$ cat src/hw/rtl/tff_pkg.sv
// shared constants, types and elaboration helpers for the ternary flip register file
package tff_pkg;

  localparam int DEF_NUM_REGS   = 64;
  localparam int DEF_VALUE_BITS = 32;
  localparam int DEF_TRIT_COUNT = 21;

  localparam int FUNC_BITS    = 1;
  localparam int INDEX_BITS   = 7;
  localparam int IDX_EXT_BITS = INDEX_BITS + 2;
  localparam int DATA_BITS    = 32;
  localparam int FLIP_BITS    = 31;
  localparam int POW_BITS     = 72;

  localparam logic [FLIP_BITS-1:0] FLIP_MAX = '1;

  localparam logic [FUNC_BITS-1:0] FUNC_READ  = 1'b0;
  localparam logic [FUNC_BITS-1:0] FUNC_WRITE = 1'b1;

  typedef struct packed {
    logic rd_en;
    logic wr_en;
  } rf_ctl_t;

  typedef struct packed {
    logic busy;
    logic done;
  } tu_status_t;

  function automatic logic [POW_BITS-1:0] pow3(input int unsigned n);
    logic [POW_BITS-1:0] p;
    p = POW_BITS'(1);
    for (int unsigned i = 0; i < n; i++) begin
      p = p * POW_BITS'(3);
    end
    return p;
  endfunction

  // trits needed to hold any value of the given two's complement width
  function automatic int unsigned trit_span(input int unsigned vb);
    int unsigned k;
    logic [POW_BITS-1:0] p;
    logic [POW_BITS-1:0] lim;
    k   = 0;
    p   = POW_BITS'(1);
    lim = POW_BITS'(1) << (vb - 1);
    while ((p >> 1) < lim) begin
      p = p * POW_BITS'(3);
      k++;
    end
    return k;
  endfunction

endpackage

$ cat src/hw/rtl/ternary_register_file_flip_count_top.sv
// top level: register file with signed indices and balanced ternary flip total
// a read transaction passes from IDLE through READ to OUT, and a new one is taken only back in IDLE
// a write to a live register passes READ, CONV and OUT (S trits cover VALUE_BITS, 21 at 32 bits)
// OUT waits while the output is stalled; writes to register zero or a bad index run like reads
// in CONV the trit comparator steps one trit position per cycle through the S trits
// synchronous active-low reset clears the flip accumulator, all store valid bits and the output valid
module ternary_register_file_flip_count_top #(
  parameter int NUM_REGS   = tff_pkg::DEF_NUM_REGS,
  parameter int VALUE_BITS = tff_pkg::DEF_VALUE_BITS,
  parameter int TRIT_COUNT = tff_pkg::DEF_TRIT_COUNT
) (
  input  logic                                 clk,
  input  logic                                 rst_n,
  input  logic                                 in_valid,
  output logic                                 in_ready,
  input  logic [tff_pkg::FUNC_BITS-1:0]        in_func,
  input  logic signed [tff_pkg::INDEX_BITS-1:0] in_reg_index,
  input  logic signed [tff_pkg::DATA_BITS-1:0] in_write_value,
  output logic                                 out_valid,
  input  logic                                 out_ready,
  output logic signed [tff_pkg::DATA_BITS-1:0] out_read_value,
  output logic [tff_pkg::FLIP_BITS-1:0]        out_flip_total,
  output logic                                 out_bad_index
);
  import tff_pkg::*;

  localparam int AW       = $clog2(NUM_REGS);
  localparam int LOW_IDX  = (NUM_REGS - 1) / 2;
  localparam int HIGH_IDX = NUM_REGS / 2;
  localparam int SPAN     = trit_span(VALUE_BITS);
  localparam int CMP      = (SPAN < TRIT_COUNT) ? SPAN : TRIT_COUNT;
  localparam int CW       = $clog2(CMP + 1);

  localparam logic signed [IDX_EXT_BITS-1:0] LO_S  = IDX_EXT_BITS'(-LOW_IDX);
  localparam logic signed [IDX_EXT_BITS-1:0] HI_S  = IDX_EXT_BITS'(HIGH_IDX);
  localparam logic signed [IDX_EXT_BITS-1:0] OFS_S = IDX_EXT_BITS'(LOW_IDX);

  typedef enum logic [3:0] {
    S_IDLE = 4'b0001,
    S_READ = 4'b0010,
    S_CONV = 4'b0100,
    S_OUT  = 4'b1000
  } state_t;

  state_t                 state_r, state_nxt;
  logic [FLIP_BITS-1:0]   acc_r, acc_nxt;
  logic                   out_valid_r, out_valid_nxt;

  logic [FUNC_BITS-1:0]   func_r;
  logic                   bad_r, zero_r;
  logic [AW-1:0]          slot_r;
  logic [VALUE_BITS-1:0]  val_r;
  logic [DATA_BITS-1:0]   res_read_r, res_read_nxt;
  logic [DATA_BITS-1:0]   out_read_r;
  logic [FLIP_BITS-1:0]   out_flip_r;
  logic                   out_bad_r;

  logic signed [IDX_EXT_BITS-1:0] idx_w, slot_w;
  logic                   in_bad, in_zero, in_acc;
  logic [AW-1:0]          in_slot;
  logic                   wr_ok, out_free, out_load;
  logic [FLIP_BITS:0]     sum_w;

  rf_ctl_t                rf_ctl;
  logic [AW-1:0]          rf_addr;
  logic [VALUE_BITS-1:0]  rf_rd_data;
  tu_status_t             tu_st;
  logic [CW-1:0]          tu_flips;

  assign idx_w   = IDX_EXT_BITS'(in_reg_index);
  assign in_bad  = (idx_w < LO_S) || (idx_w > HI_S);
  assign in_zero = (idx_w == '0);
  assign slot_w  = idx_w + OFS_S;
  assign in_slot = slot_w[AW-1:0];

  assign in_ready = (state_r == S_IDLE);
  assign in_acc   = in_valid && in_ready;
  assign wr_ok    = (func_r == FUNC_WRITE) && !bad_r && !zero_r;
  assign out_free = !out_valid_r || out_ready;
  assign out_load = (state_r == S_OUT) && out_free;

  assign rf_ctl.rd_en = in_acc;
  assign rf_ctl.wr_en = (state_r == S_READ) && wr_ok;
  assign rf_addr      = (state_r == S_IDLE) ? in_slot : slot_r;

  assign sum_w = {1'b0, acc_r} + (FLIP_BITS + 1)'(tu_flips);

  tff_regfile #(
    .NUM_REGS   (NUM_REGS),
    .VALUE_BITS (VALUE_BITS)
  ) u_regfile (
    .clk     (clk),
    .rst_n   (rst_n),
    .ctl     (rf_ctl),
    .addr    (rf_addr),
    .wr_data (val_r),
    .rd_data (rf_rd_data)
  );

  tff_trit_unit #(
    .VALUE_BITS (VALUE_BITS),
    .TRIT_COUNT (TRIT_COUNT)
  ) u_trit_unit (
    .clk     (clk),
    .rst_n   (rst_n),
    .start   ((state_r == S_READ) && wr_ok),
    .old_val (rf_rd_data),
    .new_val (val_r),
    .status  (tu_st),
    .flips   (tu_flips)
  );

  always_comb begin
    state_nxt     = state_r;
    acc_nxt       = acc_r;
    res_read_nxt  = res_read_r;
    out_valid_nxt = out_valid_r;
    if (out_valid_r && out_ready) begin
      out_valid_nxt = 1'b0;
    end
    unique case (state_r)
      S_IDLE: begin
        if (in_acc) begin
          state_nxt = S_READ;
        end
      end
      S_READ: begin
        res_read_nxt = ((func_r == FUNC_READ) && !bad_r && !zero_r) ?
                       DATA_BITS'(rf_rd_data) : '0;
        state_nxt    = wr_ok ? S_CONV : S_OUT;
      end
      S_CONV: begin
        if (tu_st.done) begin
          acc_nxt   = sum_w[FLIP_BITS] ? FLIP_MAX : sum_w[FLIP_BITS-1:0];
          state_nxt = S_OUT;
        end
      end
      S_OUT: begin
        if (out_free) begin
          out_valid_nxt = 1'b1;
          state_nxt     = S_IDLE;
        end
      end
      default: begin
        state_nxt = S_IDLE;
      end
    endcase
  end

  always_ff @(posedge clk) begin
    if (!rst_n) begin
      state_r     <= S_IDLE;
      acc_r       <= '0;
      out_valid_r <= 1'b0;
    end else begin
      state_r     <= state_nxt;
      acc_r       <= acc_nxt;
      out_valid_r <= out_valid_nxt;
    end
  end

  always_ff @(posedge clk) begin
    if (in_acc) begin
      func_r <= in_func;
      bad_r  <= in_bad;
      zero_r <= in_zero;
      slot_r <= in_slot;
      val_r  <= VALUE_BITS'(in_write_value);
    end
    res_read_r <= res_read_nxt;
    if (out_load) begin
      out_read_r <= res_read_r;
      out_flip_r <= acc_r;
      out_bad_r  <= bad_r;
    end
  end

  assign out_valid      = out_valid_r;
  assign out_read_value = out_read_r;
  assign out_flip_total = out_flip_r;
  assign out_bad_index  = out_bad_r;

endmodule

$ cat src/hw/rtl/tff_regfile.sv
// register store: synchronous memory with registered read and per-entry valid bits
module tff_regfile #(
  parameter int NUM_REGS   = tff_pkg::DEF_NUM_REGS,
  parameter int VALUE_BITS = tff_pkg::DEF_VALUE_BITS
) (
  input  logic                          clk,
  input  logic                          rst_n,
  input  tff_pkg::rf_ctl_t              ctl,
  input  logic [$clog2(NUM_REGS)-1:0]   addr,
  input  logic [VALUE_BITS-1:0]         wr_data,
  output logic [VALUE_BITS-1:0]         rd_data
);
  import tff_pkg::*;

  logic [VALUE_BITS-1:0] mem [NUM_REGS];
  logic [NUM_REGS-1:0]   vld_r;
  logic [VALUE_BITS-1:0] rd_data_r;
  logic                  rd_vld_r;

  always_ff @(posedge clk) begin
    if (ctl.wr_en) begin
      mem[addr] <= wr_data;
    end
    if (ctl.rd_en) begin
      rd_data_r <= mem[addr];
    end
  end

  always_ff @(posedge clk) begin
    if (!rst_n) begin
      vld_r    <= '0;
      rd_vld_r <= 1'b0;
    end else begin
      if (ctl.wr_en) begin
        vld_r[addr] <= 1'b1;
      end
      if (ctl.rd_en) begin
        rd_vld_r <= vld_r[addr];
      end
    end
  end

  // entries never written read as zero
  assign rd_data = rd_vld_r ? rd_data_r : '0;

endmodule

$ cat src/hw/rtl/tff_trit_unit.sv
// balanced ternary comparator: one trit position of both values per cycle, msb first
module tff_trit_unit #(
  parameter int VALUE_BITS = tff_pkg::DEF_VALUE_BITS,
  parameter int TRIT_COUNT = tff_pkg::DEF_TRIT_COUNT
) (
  input  logic                   clk,
  input  logic                   rst_n,
  input  logic                   start,
  input  logic [VALUE_BITS-1:0]  old_val,
  input  logic [VALUE_BITS-1:0]  new_val,
  output tff_pkg::tu_status_t    status,
  output logic [$clog2(((tff_pkg::trit_span(VALUE_BITS) < TRIT_COUNT) ?
                        tff_pkg::trit_span(VALUE_BITS) : TRIT_COUNT) + 1)-1:0] flips
);
  import tff_pkg::*;

  localparam int SPAN = trit_span(VALUE_BITS);
  localparam int CMP  = (SPAN < TRIT_COUNT) ? SPAN : TRIT_COUNT;
  localparam int CW   = $clog2(CMP + 1);
  localparam int DW   = $clog2(SPAN);
  localparam int RW   = VALUE_BITS + 2;

  logic signed [RW-1:0] pow_tbl  [SPAN];
  logic signed [RW-1:0] half_tbl [SPAN];

  for (genvar g = 0; g < SPAN; g++) begin : g_tbl
    assign pow_tbl[g]  = RW'(pow3(g));
    assign half_tbl[g] = RW'(pow3(g) >> 1);
  end

  logic                 busy_r, busy_nxt;
  logic                 done_r, done_nxt;
  logic [DW-1:0]        dig_r, dig_nxt;
  logic signed [RW-1:0] old_r, old_nxt;
  logic signed [RW-1:0] new_r, new_nxt;
  logic [CW-1:0]        cnt_r, cnt_nxt;

  logic signed [RW-1:0] p, h;
  logic                 o_pos, o_neg, n_pos, n_neg;
  logic                 differ, in_span;

  always_comb begin
    p       = pow_tbl[dig_r];
    h       = half_tbl[dig_r];
    o_pos   = old_r > h;
    o_neg   = old_r < -h;
    n_pos   = new_r > h;
    n_neg   = new_r < -h;
    differ  = (o_pos != n_pos) || (o_neg != n_neg);
    in_span = int'(dig_r) < TRIT_COUNT;

    busy_nxt = busy_r;
    done_nxt = 1'b0;
    dig_nxt  = dig_r;
    old_nxt  = old_r;
    new_nxt  = new_r;
    cnt_nxt  = cnt_r;

    if (start) begin
      busy_nxt = 1'b1;
      dig_nxt  = DW'(SPAN - 1);
      old_nxt  = RW'(signed'(old_val));
      new_nxt  = RW'(signed'(new_val));
      cnt_nxt  = '0;
    end else if (busy_r) begin
      old_nxt = o_pos ? old_r - p : (o_neg ? old_r + p : old_r);
      new_nxt = n_pos ? new_r - p : (n_neg ? new_r + p : new_r);
      cnt_nxt = cnt_r + CW'(differ && in_span);
      dig_nxt = dig_r - DW'(1);
      if (dig_r == '0) begin
        busy_nxt = 1'b0;
        done_nxt = 1'b1;
      end
    end
  end

  always_ff @(posedge clk) begin
    if (!rst_n) begin
      busy_r <= 1'b0;
      done_r <= 1'b0;
    end else begin
      busy_r <= busy_nxt;
      done_r <= done_nxt;
    end
  end

  always_ff @(posedge clk) begin
    dig_r <= dig_nxt;
    old_r <= old_nxt;
    new_r <= new_nxt;
    cnt_r <= cnt_nxt;
  end

  assign status = '{busy: busy_r, done: done_r};
  assign flips  = cnt_r;

endmodule

$ cat config.mk
export PLATFORM = sky130hd
export DESIGN_NAME = ternary_register_file_flip_count_top
export DESIGN_NICKNAME = d
export VERILOG_FILES = /design/src/hw/rtl/tff_pkg.sv /design/src/hw/rtl/ternary_register_file_flip_count_top.sv /design/src/hw/rtl/tff_regfile.sv /design/src/hw/rtl/tff_trit_unit.sv
export SDC_FILE = /design/constraint.sdc
export NUM_CORES = 2
export LEC_CHECK = 0
export ABC_CLOCK_PERIOD_IN_PS = 6540
export BUFFER_PORTS_ARGS = -buffer_cell sky130_fd_sc_hd__buf_2
export CAP_MARGIN = 20
export CORE_AREA = 2 2 735 517
export DETAILED_ROUTE_END_ITERATION = 6
export DIE_AREA = 0 0 737 519
export PLACE_DENSITY = 0.38
export SYNTH_ARGS = -nofsm -noshare
export SYNTH_HDL_FRONTEND = slang
export SYNTH_SLANG_ARGS = --single-unit
export TNS_END_PERCENT = 50
$ cat constraint.sdc
create_clock -name clk -period 6.54 [get_ports clk]
set_clock_uncertainty 0.05 [all_clocks]
set_input_delay 1.308 -clock clk [delete_from_list [all_inputs] [get_ports clk]]
set_output_delay 1.308 -clock clk [all_outputs]
set_load 0.02 [all_outputs]
Word level (Yosys, flattened, before mapping)
Memory sizes are Yosys's and may differ from the RTL's. A register that Yosys moved wholly into a read port is not among the register bits.
Cells that the tools add are included.
Widths: inputs -> output; s select.
{"block": "op_classes", "n_addsub": 9, "order_cmp": 10, "eq_ne": 9, "n_mux": 33, "bitwise_logic": 5, "reduce_logical": 26}
{"operator": "$mux 34", "n": 12}
{"operator": "$add 34x34->34", "n": 2}
{"operator": "$gt 34x34->1", "n": 2}
{"operator": "$lt 34x34->1", "n": 2}
{"operator": "$sub 34x34->34", "n": 2}
{"operator": "$or 64x64->64", "n": 1}
{"operator": "$neg 34->34", "n": 1}
{"operator": "$add 31x5->32", "n": 1}
{"operator": "$mux 32", "n": 1}
{"operator": "$mux 31", "n": 1}
{"operator": "$mux 4", "n": 4}
{"operator": "$pmux 4 s4", "n": 1}
{"operator": "$mux 1", "n": 11}
{"operator": "$logic_and 1x1->1", "n": 10}
{"operator": "$logic_not 9->1", "n": 1}
{"operator": "$gt 7x7->1 const B", "n": 1}
{"operator": "$lt 6x7->1 const B", "n": 1}
{"operator": "$lt 7x6->1 const B", "n": 1}
{"operator": "$add 6x6->6 const B", "n": 1}
{"operator": "$bmux 1 s6", "n": 1}
{"operator": "$demux 1 s6", "n": 1}
{"operator": "$ge 6x1->1 const B", "n": 1}
{"operator": "$ge 6x6->1 const B", "n": 1}
{"operator": "$mux 6", "n": 1}
{"operator": "20 further kinds", "n": 31}
{"block": "totals", "regBits": 318, "mem_bits_rw": 2048, "rom_bits": 2176, "in_bits": 44, "wordCells": 115, "mem_count": 3}
{"name": "u_regfile.mem", "depth": 64, "word_bits": 32, "read_ports": 1, "rd_clocked_by_memory_dff": 1, "write_ports": 1, "line_no": "tff_regfile.sv:15", "text": "logic [VALUE_BITS-1:0] mem [NUM_REGS];"}
{"name": "(name not given)", "depth": 32, "word_bits": 34, "read_ports": 1, "rd_clocked_by_memory_dff": 0, "write_ports": 0, "line_no": "tff_trit_unit.sv:43", "text": "p = pow_tbl[dig_r];"}
{"name": "(name not given)", "depth": 32, "word_bits": 34, "read_ports": 1, "rd_clocked_by_memory_dff": 0, "write_ports": 0, "line_no": "tff_trit_unit.sv:44", "text": "h = half_tbl[dig_r];"}

Longest topological paths before layout
{"block": "depth", "word_depth": 10, "mapped_depth": 31}

Modules after synthesis
Synthesis repeated with hierarchy kept, for this count alone.
{"block": "hier_totals", "hier_cells": 6076, "hier_area_um2": 99192.6}
{"module": "tff_regfile", "n_inst": 1, "cells_per_inst": 4394, "area_per_inst_um2": 82108.7, "seq_area_each_um2": 63761.2}
{"module": "tff_trit_unit", "n_inst": 1, "cells_per_inst": 1246, "area_per_inst_um2": 10428.8, "seq_area_each_um2": 2282.2}
{"module": "ternary_register_file_flip_count_top", "n_inst": 1, "cells_per_inst": 436, "area_per_inst_um2": 6655.1, "seq_area_each_um2": 4834.6}

Worst setup path before layout
OpenSTA, ideal clock, no wires.
{"block": "synth_timing", "kind": "flip-flop to flip-flop", "startpoint": "reg u_trit_unit.dig_r[1]", "endpoint": "reg u_trit_unit.new_r[31] (data pin)", "setup_ns": 0.135, "arrival_time_ns": 6.086, "slack_ns": 0.269, "path_stages_with_launch": 29, "period_less_slack_ns": 6.271, "cell_sequence": "dfxtp_1 > clkbuf_1 > inv_1 > ha_1 > nor2b_1 > nand2_1 > a21oi_1 > inv_1 > ha_1 > nand3_1 > o221ai_1 > a21oi_1 > o21ai_0 > a211oi_1 > o221ai_1 > o311a_1 > buf_2 > buf_1 > xnor2_1 > ha_1 > a2111oi_0 > o31ai_1 > o21ai_0 > o21a_1 > a21oi_1 > a2111oi_1 > o21bai_1 > or4b_2 > nand3_1"}
{"block": "synth_between", "elab_chain_cells": 9, "word_cells_on_any_way": 14}
{"element": "start: declaration", "line_no": "tff_trit_unit.sv:33", "text": "logic [DW-1:0] dig_r, dig_nxt;"}
{"element": "start signal: assignment", "line_no": "tff_trit_unit.sv:88", "text": "dig_r <= dig_nxt;"}
{"element": "$not 5->6 (implied by the code) (*)", "line_no": "tff_trit_unit.sv:43, tff_trit_unit.sv:44"}
{"element": "$mem_v2 32x34"}
{"element": "$mux 34 (implied by the code) (2 in series)", "line_no": "tff_trit_unit.sv:43"}
{"element": "$add 34x34->34", "line_no": "tff_trit_unit.sv:67", "text": "new_nxt = n_pos ? new_r - p : (n_neg ? new_r + p : new_r);"}
{"element": "$mux 34", "line_no": "tff_trit_unit.sv:67"}
{"element": "$mux 34 (*)", "line_no": "tff_trit_unit.sv:67"}
{"element": "$mux 34 (*)", "line_no": "tff_trit_unit.sv:65", "text": "end else if (busy_r) begin"}
{"element": "$mux 34 (*)", "line_no": "tff_trit_unit.sv:59", "text": "if (start) begin"}
{"element": "net u_trit_unit.new_nxt[31]", "line_no": "tff_trit_unit.sv:35", "text": "logic signed [RW-1:0] new_r, new_nxt;"}
{"element": "end signal: assignment", "line_no": "tff_trit_unit.sv:90", "text": "new_r <= new_nxt;"}
{"element": "end: declaration", "line_no": "tff_trit_unit.sv:35"}
The timed path passes the listed nets; every way through them passes the cells marked *. The select of a mux whose other input is x is not followed.
A chain may end at the register's enable or synchronous reset.

Worst setup path after layout
Same ends and word-level chain as after synthesis.

==> impl_metrics.csv <==
group,metric,value,unit
clock_network,clkTransAtPathRegs,0.06,ns
routing,drcViolationCount,0,
cells_and_area,stdcell_area,112000,um^2
global_routing,track_usage,0.191,
timing,tightest_slew,1.17,ns
worst_hold_path,hold_end,"out_read_value[5]",
clock_network,cts.path.max_buffers,4,
timing,setup_viol,0,
cells_and_area,seqCellArea,70900,um^2
logic_synthesis,synthDistinctLibCells,76,
power_and_ir_drop,ir_drop,0.266,mV
clock_network,post_cts_buffers,0,
cells_and_area,synthToLayoutAreaGrowth,20.0,%
setup_path,path_delay_family,"compound AO/OA/AOI/OAI gates",
timing,drv_slew,0,
timing,finalWorstSetupSlack,0.289,ns
setup_path,cp.required,7.26,ns
global_routing,antenna_found_initial,33,
setup_path,end_kind,"flip-flop",
timing,maxSlewHeadroom,0.218,
setup_path,cp_slowest_cell,"or4b_2",
floorplan,initial_utilization,0.249,
placement,placed_cell_area,105000,um^2
setup_path,worst-path-max-fanout,11,
routing,post_drt_wl_per_cell,32.5,um
setup_path,r2r_start,"u_trit_unit.dig_r[1]",
clock_network,cts_tree,"built",
setup_path,rrSetupSlack,0.29,ns
status,status,"completed",
clock_network,clock_sinks,2398,
worst_hold_path,hp-class,"reg -> reg",
logic_synthesis,yosysWarnings,0,
global_routing,overflow,0,
timing,fin_crit,6.25,ns
cells_and_area,drive_gt1_frac,0.175,
timing,clock.fmax,160,MHz
timing,hold_ws,0.369,ns
setup_path,cp_slowest_stage_delay,0.61,ns
setup_path,regToRegEndpoint,"u_trit_unit.new_r[31]",
setup_path,worstSetupPathType,"reg -> reg",
timing,tns,0,ns
job,cap_violations,0,
cells_and_area,num-fill-cells,37600,
timing,post-route-period-util,0.956,
power_and_ir_drop,finalPower,46.1,mW
routing,vias,59000,
cells_and_area,multi_input_area,21700,um^2
setup_path,crit_buf_inv,6,
logic_synthesis,synth_seq_area_share,0.757,
floorplan,io_pins,110,
logic_synthesis,ys_ff_latch,2398,
logic_synthesis,syn_area,93600,um^2
logic_synthesis,synth_nets,6024,
clock_network,hold_buffers,0,
setup_path,worstPathArrival,6.97,ns
floorplan,rows,189,
setup_path,reg2reg_depth,28,
logic_synthesis,synth_edf_count,2285,
clock_network,cts_made_buffers,233,
global_routing,grt_max_degree,81,
routing,dr.first_iter.drc_count,7808,
global_routing,grt_pass1_wl,505,mm
worst_hold_path,hold_path.startpoint,"res_read_r[5]",
setup_path,cp_common_cell,"buf_4",
floorplan,die_area,383000,um^2
floorplan,die_x,737,um
logic_synthesis,avgSynthCellArea,16.2,um^2
setup_path,startpoint,"u_trit_unit.dig_r[1]",
logic_synthesis,async_reset_ff_frac,0,
clock_network,cts-root-buf,"clkbuf_16",
placement,io_buffer_count,109,
logic_synthesis,ys.flop_type,"edfxtp_1",
routing,viasPerCell,5.08,
floorplan,die_h,519,um
floorplan,fp.coreArea,376000,um^2
placement,post-place-ws,-0.0278,ns
power_and_ir_drop,p_leak,35.8,nW
setup_path,startpoint_type,"flip-flop",
logic_synthesis,netlist_instances,5770,
timing,finalHoldViolations,0,
cells_and_area,layout.nets,6611,
clock_network,clk_latency,0.96,ns
placement,gp_congestion,0.867,
clock_network,htreeDepth,4,
routing,first_pass_iters,5,
placement,place_hpwl,237,mm
routing,routed_wl,377,mm
power_and_ir_drop,powerDensity,411,nW/um^2
worst_hold_path,whs_path_depth,0,
routing,antenna_left,0,
global_routing,grt_pass1_vias,55800,
-- state kept, by name (all words and copies together), names as in the netlist, 4 cells and up --
register	flops
acc_r	31
out_flip_total	31
out_read_value	32
res_read_r	32
slot_r	6
state_r	4
u_regfile.mem	2048
u_regfile.rd_data_r	32
u_regfile.vld_r	64
u_trit_unit.dig_r	5
u_trit_unit.flips	5
u_trit_unit.new_r	34
u_trit_unit.old_r	34
val_r	32
-- worst max path at each step --
stage,endpoint,depth (start not counted)
finish,u_trit_unit.new_r[31],28
global route,u_trit_unit.new_r[31],28
CTS,u_trit_unit.new_r[31],28
detailed placement,u_trit_unit.new_r[31],28
global placement,u_trit_unit.new_r[31],28
floorplan,u_trit_unit.new_r[31],28
-- routing by layer --
metal,vias up,GRT usage,share of wire
met5,-,0,0.000029
li1,24900,-,-
met2,2404,0.264,0.41
met3,330,0.0359,0.077
met1,31400,0.309,0.50
met4,2,0.0309,0.015
-- worst reg2reg max path: cells and delay by family, from the launching register on --
kind	cells	cell delay [ns]
buf+inv	6	0.95
fa+ha+maj	3	0.71
flops	1	0.33
xor+xnor	1	0.20
compound gates	14	2.79
simple gates	4	1.11
-- layout by cell type (no fill, tap or decap), drive strengths merged, types with 47 or more instances in the layout --
master / synthesis / layout
edfxtp: 2285 / 2285
buf: 212 / 689
a22oi: 530 / 530
nor2: 331 / 331
clkbuf: 125 / 294
a31oi: 274 / 274
a221oi: 268 / 268
a22o: 265 / 265
nand2: 220 / 220
ha: 207 / 207
a21oi: 186 / 186
dfxtp: 113 / 113
o21ai: 104 / 104
xnor2: 102 / 102
clkinv: 0 / 98
nor4: 70 / 70
inv: 55 / 62
nand3: 52 / 52
xor2: 47 / 47
-- synth_stat cells (70+ instances only) --
cell / instances / area [um^2]
nor4_1: 70 / 438
a21oi_1: 186 / 931
nand2_1: 217 / 815
o21ai_0: 97 / 485
a31oi_1: 274 / 1710
dfxtp_1: 113 / 2260
buf_2: 176 / 881
nor2_1: 331 / 1240
xnor2_1: 102 / 893
a221oi_1: 266 / 2330
a22o_1: 265 / 2320
ha_1: 207 / 2590
clkbuf_1: 125 / 469
edfxtp_1: 2285 / 68600
a22oi_1: 530 / 3980
-- report_power, final --
part           internal (mW)  leakage, nW  switching (mW)
sequential              18.1         21.5           0.393
combinational           4.67         10.7            9.36
clock                   7.52         3.66            6.08
-- area by class of cell --
class                   instances  area share
multi-input cells            2980       0.194
flip-flops and latches       2398       0.631
diodes                          8    0.000178
repair buffers                689      0.0509
clock buffers                 294      0.0559
inverters                      55     0.00189
well taps                    5061      0.0564
clock inverters               128      0.0102
-- repair_timing --
item | in CTS | in global routing
cloned | 0 | 0
endpoints found under the setup margin | 1 | 28
resized for setup | 1 | 25
pin swaps | 0 | 4
hold endpoints to repair | 0 | 0
-- stage by stage --
stage | std cells | utilization
4_1_cts | 11600 | 0.298
3_5_place_dp | 11200 | 0.278
3_3_place_gp | 11200 | 0.278
5_1_grt | 11600 | 0.298
2_1_floorplan | 5770 | -
6_report | 11600 | 0.298
-- kinds of logic after synthesis --
family	share of synthesized area
adders and majority gates	0.0283
AOI/OAI and AO/OA	0.140
and+or+nand+nor	0.0399
muxes	0.00154
buffers and inverters	0.0188
xor gates and xnor gates	0.0139
DFF	0.757
Power figures use the tool's default switching activity.
